--- src/rtl/acctr_pkg.sv ---
// Shared types and constants for the AC clutch torque reserve sequencer.
// No dependencies; imported by every module of the block.
`default_nettype none

package acctr_pkg;

    localparam int unsigned CNT_W = 11;
    localparam logic [CNT_W-1:0] COUNT_LIMIT = 11'd1500;

    localparam int unsigned ADDR_W = 4;
    localparam logic [1:0] REG_ENGAGE_TIMEOUT = 2'd0;
    localparam logic [1:0] REG_HOLD_TIME      = 2'd1;
    localparam logic [1:0] REG_INHIBIT        = 2'd2;

    typedef struct packed {
        logic [15:0] engage_timeout;
        logic [15:0] hold_time;
        logic        inhibit_on_clutch_open;
    } cfg_t;

    typedef struct packed {
        logic [CNT_W-1:0] hold_ticks;
        logic [CNT_W-1:0] engage_wait_ticks;
        logic             sequence_fault;
        logic             reserve_request;
        logic [2:0]       mode;
    } res_t;

    function automatic logic [CNT_W-1:0] sat_inc(input logic [CNT_W-1:0] v);
        logic [CNT_W-1:0] r;
        r = (v >= COUNT_LIMIT) ? COUNT_LIMIT : v + 1'b1;
        return r;
    endfunction

endpackage

`default_nettype wire

--- src/rtl/acctr_cfg_regs.sv ---
// APB configuration registers: engage timeout, hold time, inhibit flag.
// Depends on acctr_pkg.
`default_nettype none

module acctr_cfg_regs
    import acctr_pkg::*;
(
    input  wire logic              aclk,
    input  wire logic              aresetn,
    input  wire logic              psel,
    input  wire logic              penable,
    input  wire logic              pwrite,
    input  wire logic [ADDR_W-1:0] paddr,
    input  wire logic [31:0]       pwdata,
    output logic      [31:0]       prdata,
    output logic                   pready,
    output cfg_t                   cfg
);

    cfg_t cfg_reg;
    logic wr_en;

    assign pready = 1'b1;
    assign wr_en  = psel & penable & pwrite & pready;
    assign cfg    = cfg_reg;

    always_ff @(posedge aclk) begin
        if (!aresetn) begin
            cfg_reg.engage_timeout         <= 16'd1500;
            cfg_reg.hold_time              <= 16'd100;
            cfg_reg.inhibit_on_clutch_open <= 1'b0;
        end else if (wr_en) begin
            unique case (paddr[3:2])
                REG_ENGAGE_TIMEOUT: cfg_reg.engage_timeout <= pwdata[15:0];
                REG_HOLD_TIME:      cfg_reg.hold_time <= pwdata[15:0];
                REG_INHIBIT:        cfg_reg.inhibit_on_clutch_open <= pwdata[0];
                default: ;
            endcase
        end
    end

    always_comb begin
        unique case (paddr[3:2])
            REG_ENGAGE_TIMEOUT: prdata = {16'd0, cfg_reg.engage_timeout};
            REG_HOLD_TIME:      prdata = {16'd0, cfg_reg.hold_time};
            REG_INHIBIT:        prdata = {31'd0, cfg_reg.inhibit_on_clutch_open};
            default:            prdata = 32'd0;
        endcase
    end

endmodule

`default_nettype wire

--- src/rtl/acctr_fsm.sv ---
// Sequencer state, flags and saturating tick counters; one update per request.
// Depends on acctr_pkg.
`default_nettype none

module acctr_fsm
    import acctr_pkg::*;
(
    input  wire logic       aclk,
    input  wire logic       aresetn,
    input  wire logic       step_en,
    input  wire logic       clutch_engaged,
    input  wire logic [7:0] ac_power,
    input  wire cfg_t       cfg,
    output res_t            res_next
);

    typedef enum logic [2:0] {
        ST_IDLE         = 3'd0,
        ST_WAIT_ENGAGE  = 3'd1,
        ST_FAULT        = 3'd2,
        ST_WAIT_RELEASE = 3'd3,
        ST_HOLD         = 3'd4
    } mode_t;

    mode_t            mode_reg, mode_next;
    logic             reserve_reg, reserve_next;
    logic             fault_reg, fault_next;
    logic [CNT_W-1:0] wait_reg, wait_next;
    logic [CNT_W-1:0] hold_reg, hold_next;
    logic             power_on;
    logic             open_release;

    assign power_on     = (ac_power != 8'd0);
    assign open_release = !clutch_engaged && (!power_on || cfg.inhibit_on_clutch_open);

    always_comb begin
        mode_next    = mode_reg;
        reserve_next = reserve_reg;
        fault_next   = fault_reg;
        wait_next    = wait_reg;
        hold_next    = hold_reg;
        unique case (mode_reg)
            ST_IDLE: begin
                if (clutch_engaged) begin
                    mode_next    = ST_FAULT;
                    reserve_next = 1'b0;
                    fault_next   = 1'b1;
                end else if (power_on) begin
                    mode_next    = ST_WAIT_ENGAGE;
                    reserve_next = 1'b1;
                    fault_next   = 1'b0;
                    wait_next    = '0;
                end
            end
            ST_WAIT_ENGAGE: begin
                if (!power_on) begin
                    mode_next    = ST_IDLE;
                    reserve_next = 1'b0;
                    fault_next   = 1'b0;
                end else if ({5'd0, wait_reg} >= cfg.engage_timeout) begin
                    mode_next    = ST_FAULT;
                    reserve_next = 1'b0;
                    fault_next   = 1'b1;
                end else if (clutch_engaged) begin
                    mode_next = ST_HOLD;
                    hold_next = '0;
                end else begin
                    wait_next = sat_inc(wait_reg);
                end
            end
            ST_FAULT: begin
                if (!power_on && !clutch_engaged) begin
                    mode_next    = ST_IDLE;
                    reserve_next = 1'b0;
                    fault_next   = 1'b0;
                end
            end
            ST_WAIT_RELEASE: begin
                if (open_release) begin
                    mode_next    = ST_IDLE;
                    reserve_next = 1'b0;
                    fault_next   = 1'b0;
                end
            end
            ST_HOLD: begin
                if (open_release) begin
                    mode_next    = ST_IDLE;
                    reserve_next = 1'b0;
                    fault_next   = 1'b0;
                end else if (({5'd0, hold_reg} >= cfg.hold_time) ||
                             (!clutch_engaged && !cfg.inhibit_on_clutch_open)) begin
                    mode_next    = ST_WAIT_RELEASE;
                    reserve_next = 1'b0;
                end else begin
                    hold_next = sat_inc(hold_reg);
                end
            end
            default: mode_next = ST_IDLE;
        endcase
    end

    always_ff @(posedge aclk) begin
        if (!aresetn) begin
            mode_reg    <= ST_IDLE;
            reserve_reg <= 1'b0;
            fault_reg   <= 1'b0;
            wait_reg    <= '0;
            hold_reg    <= '0;
        end else if (step_en) begin
            mode_reg    <= mode_next;
            reserve_reg <= reserve_next;
            fault_reg   <= fault_next;
            wait_reg    <= wait_next;
            hold_reg    <= hold_next;
        end
    end

    assign res_next.mode              = mode_next;
    assign res_next.reserve_request   = reserve_next;
    assign res_next.sequence_fault    = fault_next;
    assign res_next.engage_wait_ticks = wait_next;
    assign res_next.hold_ticks        = hold_next;

    a_wait_sat: assert property (@(posedge aclk) disable iff (!aresetn)
        wait_reg <= COUNT_LIMIT && hold_reg <= COUNT_LIMIT)
        else $error("tick counter above limit");

    a_fault_mode: assert property (@(posedge aclk) disable iff (!aresetn)
        fault_reg |-> (mode_reg == ST_FAULT && !reserve_reg))
        else $error("fault flag outside fault mode");

    a_idle_clear: assert property (@(posedge aclk) disable iff (!aresetn)
        (mode_reg == ST_IDLE || mode_reg == ST_WAIT_RELEASE) |-> (!reserve_reg && !fault_reg))
        else $error("flags set in idle or wait release");

    a_hold_reserve: assert property (@(posedge aclk) disable iff (!aresetn)
        (mode_reg == ST_HOLD || mode_reg == ST_WAIT_ENGAGE) |-> reserve_reg)
        else $error("reserve dropped while waiting or holding");

    a_no_step_hold: assert property (@(posedge aclk) disable iff (!aresetn)
        !step_en |=> $stable(mode_reg) && $stable(wait_reg) && $stable(hold_reg))
        else $error("state moved without a request");

endmodule

`default_nettype wire

--- src/rtl/ac_clutch_torque_reserve_fsm_unit.sv ---
// AC clutch torque reserve sequencer: top level with stream channels and APB port.
// Depends on acctr_pkg, acctr_cfg_regs and acctr_fsm.
//
// Each input request on the s_ channel is one tick: clutch state and AC power
// request. Each tick produces exactly one result on the m_ channel: the mode,
// reserve and fault flags and the two saturating tick counters after the tick.
// A request is registered in the input register on acceptance and is
// evaluated once the output register is empty or being read: the sequencer
// state then updates and the result is loaded into the output register,
// which drives m_tvalid.
// Throughput is one request per cycle while m_tready stays high; the
// state update loop in acctr_fsm sets that rate.
// When the receiver stalls, the result holds in the output register and one
// more request waits in the input register; s_tready then drops until the
// result is taken.
// Reset (aresetn low, synchronous) returns the sequencer to idle with flags
// and counters cleared, empties both registers, and restores the engage
// timeout to 1500, the hold time to 100 and the inhibit flag to 0.
// Registers: 0x0 engage_timeout, 0x4 hold_time, 0x8 inhibit_on_clutch_open;
// write them only while no request is in flight.
`default_nettype none

module ac_clutch_torque_reserve_fsm_unit
    import acctr_pkg::*;
(
    input  wire logic              aclk,
    input  wire logic              aresetn,
    input  wire logic              s_tvalid,
    output logic                   s_tready,
    input  wire logic [15:0]       s_tdata,  // clutch_engaged[0], ac_power[8:1]
    output logic                   m_tvalid,
    input  wire logic              m_tready,
    output logic [31:0]            m_tdata,  // mode[2:0], reserve_request[3],
                                             // sequence_fault[4],
                                             // engage_wait_ticks[15:5],
                                             // hold_ticks[26:16]
    input  wire logic              psel,
    input  wire logic              penable,
    input  wire logic              pwrite,
    input  wire logic [ADDR_W-1:0] paddr,
    input  wire logic [31:0]       pwdata,
    output logic      [31:0]       prdata,
    output logic                   pready
);

    cfg_t       cfg;
    res_t       res_next;
    logic       in_valid_reg;
    logic       in_clutch_reg;
    logic [7:0] in_power_reg;
    logic       out_valid_reg;
    res_t       out_reg;
    logic       advance;

    assign advance  = in_valid_reg && (!out_valid_reg || m_tready);
    assign s_tready = !in_valid_reg || advance;

    acctr_cfg_regs u_cfg (
        .aclk    (aclk),
        .aresetn (aresetn),
        .psel    (psel),
        .penable (penable),
        .pwrite  (pwrite),
        .paddr   (paddr),
        .pwdata  (pwdata),
        .prdata  (prdata),
        .pready  (pready),
        .cfg     (cfg)
    );

    acctr_fsm u_fsm (
        .aclk           (aclk),
        .aresetn        (aresetn),
        .step_en        (advance),
        .clutch_engaged (in_clutch_reg),
        .ac_power       (in_power_reg),
        .cfg            (cfg),
        .res_next       (res_next)
    );

    always_ff @(posedge aclk) begin
        if (!aresetn) begin
            in_valid_reg <= 1'b0;
        end else if (s_tready) begin
            in_valid_reg <= s_tvalid;
        end
    end

    always_ff @(posedge aclk) begin
        if (s_tvalid && s_tready) begin
            in_clutch_reg <= s_tdata[0];
            in_power_reg  <= s_tdata[8:1];
        end
    end

    always_ff @(posedge aclk) begin
        if (!aresetn) begin
            out_valid_reg <= 1'b0;
        end else if (advance) begin
            out_valid_reg <= 1'b1;
        end else if (m_tready) begin
            out_valid_reg <= 1'b0;
        end
    end

    always_ff @(posedge aclk) begin
        if (advance) begin
            out_reg <= res_next;
        end
    end

    assign m_tvalid = out_valid_reg;
    assign m_tdata  = {5'd0, out_reg};

endmodule

`default_nettype wire

--- config.mk ---
export PLATFORM = sky130hd
export DESIGN_NAME = ac_clutch_torque_reserve_fsm_unit
export DESIGN_NICKNAME = d
export VERILOG_FILES = /design/src/rtl/acctr_pkg.sv /design/src/rtl/acctr_cfg_regs.sv /design/src/rtl/acctr_fsm.sv /design/src/rtl/ac_clutch_torque_reserve_fsm_unit.sv
export SDC_FILE = /design/constraint.sdc
export NUM_CORES = 1
export LEC_CHECK = 0
export BUFFER_PORTS_ARGS = -buffer_cell sky130_fd_sc_hd__buf_4
export CAP_MARGIN = 20
export CORE_MARGIN = 5
export CORE_UTILIZATION = 52
export CTS_BUF_LIST = sky130_fd_sc_hd__clkbuf_4 sky130_fd_sc_hd__clkbuf_8
export DETAILED_ROUTE_END_ITERATION = 7
export PLACE_DENSITY_LB_ADDON = 0.08
export SLEW_MARGIN = 20
export SYNTH_ARGS = -nofsm -noshare
export SYNTH_HDL_FRONTEND = slang
export SYNTH_SLANG_ARGS = --single-unit
--- constraint.sdc ---
create_clock -name aclk -period 3.1 [get_ports aclk]
set_input_delay 0.465 -clock aclk [delete_from_list [all_inputs] [get_ports aclk]]
set_output_delay 0.465 -clock aclk [all_outputs]
set_load 0.005 [all_outputs]
==> run_results.csv <==
group,metric,value,unit
status,status,"completed",
clocking,cts_made_buffers,9,
worst_setup_path,timing.rr.start,"u_fsm.hold_reg[6]",
cells_and_area,largest_reg_flops,33,
drt,wl_met3,921,um
cells_and_area,stdcell_area,6340,um^2
synth,synth_edf_count,36,
clocking,cts_root_buf,"clkbuf_8",
worst_setup_path,ff2ff_path_depth,9,
power_and_ir_drop,swShare,0.252,
synth,synthCells,652,
placed_design,portBuffers,78,
grt,grt_pass1_vias,4612,
clocking,postCtsHoldBufs,0,
floorplan,initial_core_util,0.534,
floorplan,die_h,113,um
cells_and_area,area_growth,15.0,%
power_and_ir_drop,pwr-share-seq,0.532,
drt,wl_met1,5990,um
drt,antenna_left,0,
sta,max_freq,354,MHz
cells_and_area,nNetsFinal,801,
drt,wl_met2,6730,um
synth,seq_area_frac_synth,0.421,
cells_and_area,fin_cells,857,
clocking,post_cts_buffers,0,
sta,final_hold_viol_count,0,
drt,wl,13900,um
placed_design,gp_congestion,0.930,
worst_setup_path,cp_max_fo,11,
clocking,htreeDepth,3,
cells_and_area,diodes,0,
synth,yosys_warnings,0,
sta,post-route-period-util,0.911,
synth,ys_types,67,
synth,synth_area_leader_cell,"dfxtp_1",
sta,worst_pin_slew,0.696,ns
sta,maxSlewHeadroom,0.536,
drt,routed.top_layer,"met4",
power_and_ir_drop,pwr-share-clk,0.362,
grt,grt_start_max_net_pins,50,
drt,via_per_inst,5.71,
floorplan,core,10300,um^2
worst_setup_path,r2r-end,"m_tdata[21]",
clocking,clock_sinks,98,
placed_design,dp_cells,841,
job,drv_cap,0,
floorplan,rows,37,
worst_setup_path,endpoint_kind,"flop",
sta,finalCriticalPeriod,2.82,ns
worst_setup_path,worstPathArrival,3.02,ns
grt,grt_usage,0.215,
power_and_ir_drop,internal-power,1.96,mW
worst_hold_path,worstHoldPathCells,1,
power_and_ir_drop,leakagePower,2.64,nW
sta,setup_violations,0,
drt,vias,4897,
synth,synthTopCellsByCount,"104 x nand2_1, 62 x dfxtp_1, 56 x a21oi_1, 54 x nor2_1, 39 x o21ai_0",
drt,drtPass1Iterations,7,
worst_hold_path,worstHoldStart,"s_tdata[1]",
worst_hold_path,holdPathEnd,"in_power_reg[0]",
synth,yosysMostFrequentCell,"nand2_1",
worst_setup_path,reg2reg_slack,0.28,ns
grt,grt-ovfl-total,0,
placed_design,postPlaceCellArea,6110,um^2
synth,synthTopCellsByArea,"dfxtp_1 23%, edfxtp_1 20%, nand2_1 7.1%",
floorplan,die_w,113,um
clocking,cts.repair.resized,0,
clocking,cts_buffer_depth,2,
sta,maxSlewViolCount,0,
synth,synth_ff_type,"dfxtp_1",
power_and_ir_drop,combPwrFrac,0.106,
sta,fin_setup_tns,0,ns
synth,synth_top_area_share,0.225,
grt,grt_pass1_wl,22300,um
worst_setup_path,crit_required,3.29,ns
sta,skew,0.00920,ns
sta,hold_slack,0.259,ns
clocking,clk_latency,0.38,ns
synth,ys_async_sr_fraction,0,
sta,rsz0062_at_grt,"no",
drt,drt_iter0_drc,335,
floorplan,dieArea,12800,um^2
grt,antenna_found_initial,0,
clocking,clkTransAtPathRegs,0.10,ns
worst_setup_path,path_class,"flop to flop",
synth,synth.avg_cell_area,8.46,um^2
worst_setup_path,worstSetupStartpointType,"flop",
drt,drc_errors,0,
clocking,cts_tree,"built",
synth,syn_area,5510,um^2
synth,ys_seq_elements,98,
cells_and_area,final_layout_size_suffix_gt1_frac,0.168,
power_and_ir_drop,irDropWorstVdd,0.226,mV
drt,avgRoutedWirePerCell,16.2,um
floorplan,ios,126,
placed_design,hpwl,9970,um
worst_hold_path,hold_class,"input port to flop",
power_and_ir_drop,powerDensity,414,nW/um^2
power_and_ir_drop,p_sw,0.663,mW
per-layer routing:
layer  track usage  vias up
met5             0        -
met4        0.0825        0
met3        0.0374       20
met2         0.359      180
met1         0.279     2298
li1              -     2399
final cells by class:
cell class / instances / area (um^2)
timing repair buffer: 86 / 646
sequential: 98 / 2320
fill: 913 / 3980
inverter: 34 / 128
tap: 136 / 170
clock buffer: 10 / 138
clock inverter: 6 / 88.8
multi-input combinational: 487 / 2850
through the flow:
stage / total power, mW / util / setup WS, ns
4_1_cts: 2.63 / 0.614 / 0.317
3_5_place_dp: 1.70 / 0.592 / 0.425
5_1_grt: 2.73 / 0.614 / 0.00397
2_1_floorplan: 1.60 / - / 0.852
3_3_place_gp: 1.70 / 0.592 / 0.431
6_report: 2.63 / 0.614 / 0.275
critical path: stages, from the launching register on:
cell      delay [ns]
dfxtp_1         0.53
ha_1            0.31
a21o_1          0.18
a221oi_1        0.33
o21ai_1         0.17
a21oi_1         0.16
buf_4           0.15
and3_1          0.43
a21oi_1         0.13
o21ai_0         0.24
power by group through the flow:
stage | Clock (mW) | Sequential, mW | Combinational, mW
detailed placement | 0 | 1.43 | 0.275
CTS | 0.961 | 1.40 | 0.277
floorplan | 0 | 1.42 | 0.184
global route | 1.02 | 1.40 | 0.307
global placement | 0 | 1.42 | 0.272
finish | 0.952 | 1.40 | 0.278
cells by family after synthesis:
kind of cell             after synthesis  share of synthesized area
AO/OA/AOI/OAI                        174                      0.203
buffers and inverters                 87                     0.0765
adder cells (fa/ha/maj)               26                     0.0590
other                                  2                    0.00136
flip-flops                            98                      0.421
multiplexers                          19                     0.0347
AND/OR/NAND/NOR                      246                      0.204
worst max-delay path by stage:
stage,from,endpoint,slack (ns),cells after the start
5_1_grt,u_fsm.hold_reg[6],m_tdata[21],0.004,9
4_1_cts,u_fsm.hold_reg[6],m_tdata[21],0.32,9
6_report,u_fsm.hold_reg[6],m_tdata[21],0.28,9
3_3_place_gp,u_fsm.hold_reg[6],m_tdata[19],0.43,8
2_1_floorplan,u_cfg.cfg[19],m_tdata[23],0.85,9
3_5_place_dp,u_fsm.hold_reg[6],m_tdata[19],0.43,8
placed cells by master (no fill, tap or decap), drive strengths merged, types with 4 or more instances in the layout:
cell type | Yosys | layout
a211oi | 10 | 10
a21o | 5 | 5
a21oi | 57 | 57
a311oi | 5 | 5
a31oi | 8 | 8
and2 | 9 | 9
and3 | 10 | 10
buf | 29 | 86
clkbuf | 24 | 10
conb | 2 | 22
dfxtp | 62 | 62
edfxtp | 36 | 36
ha | 26 | 26
inv | 34 | 35
mux2i | 18 | 18
nand2 | 104 | 104
nand3 | 23 | 23
nor2 | 57 | 57
nor2b | 4 | 4
nor3 | 16 | 16
nor4 | 6 | 6
o211ai | 14 | 14
o21ai | 43 | 43
or2 | 4 | 4
Power figures use the tool's default switching activity.
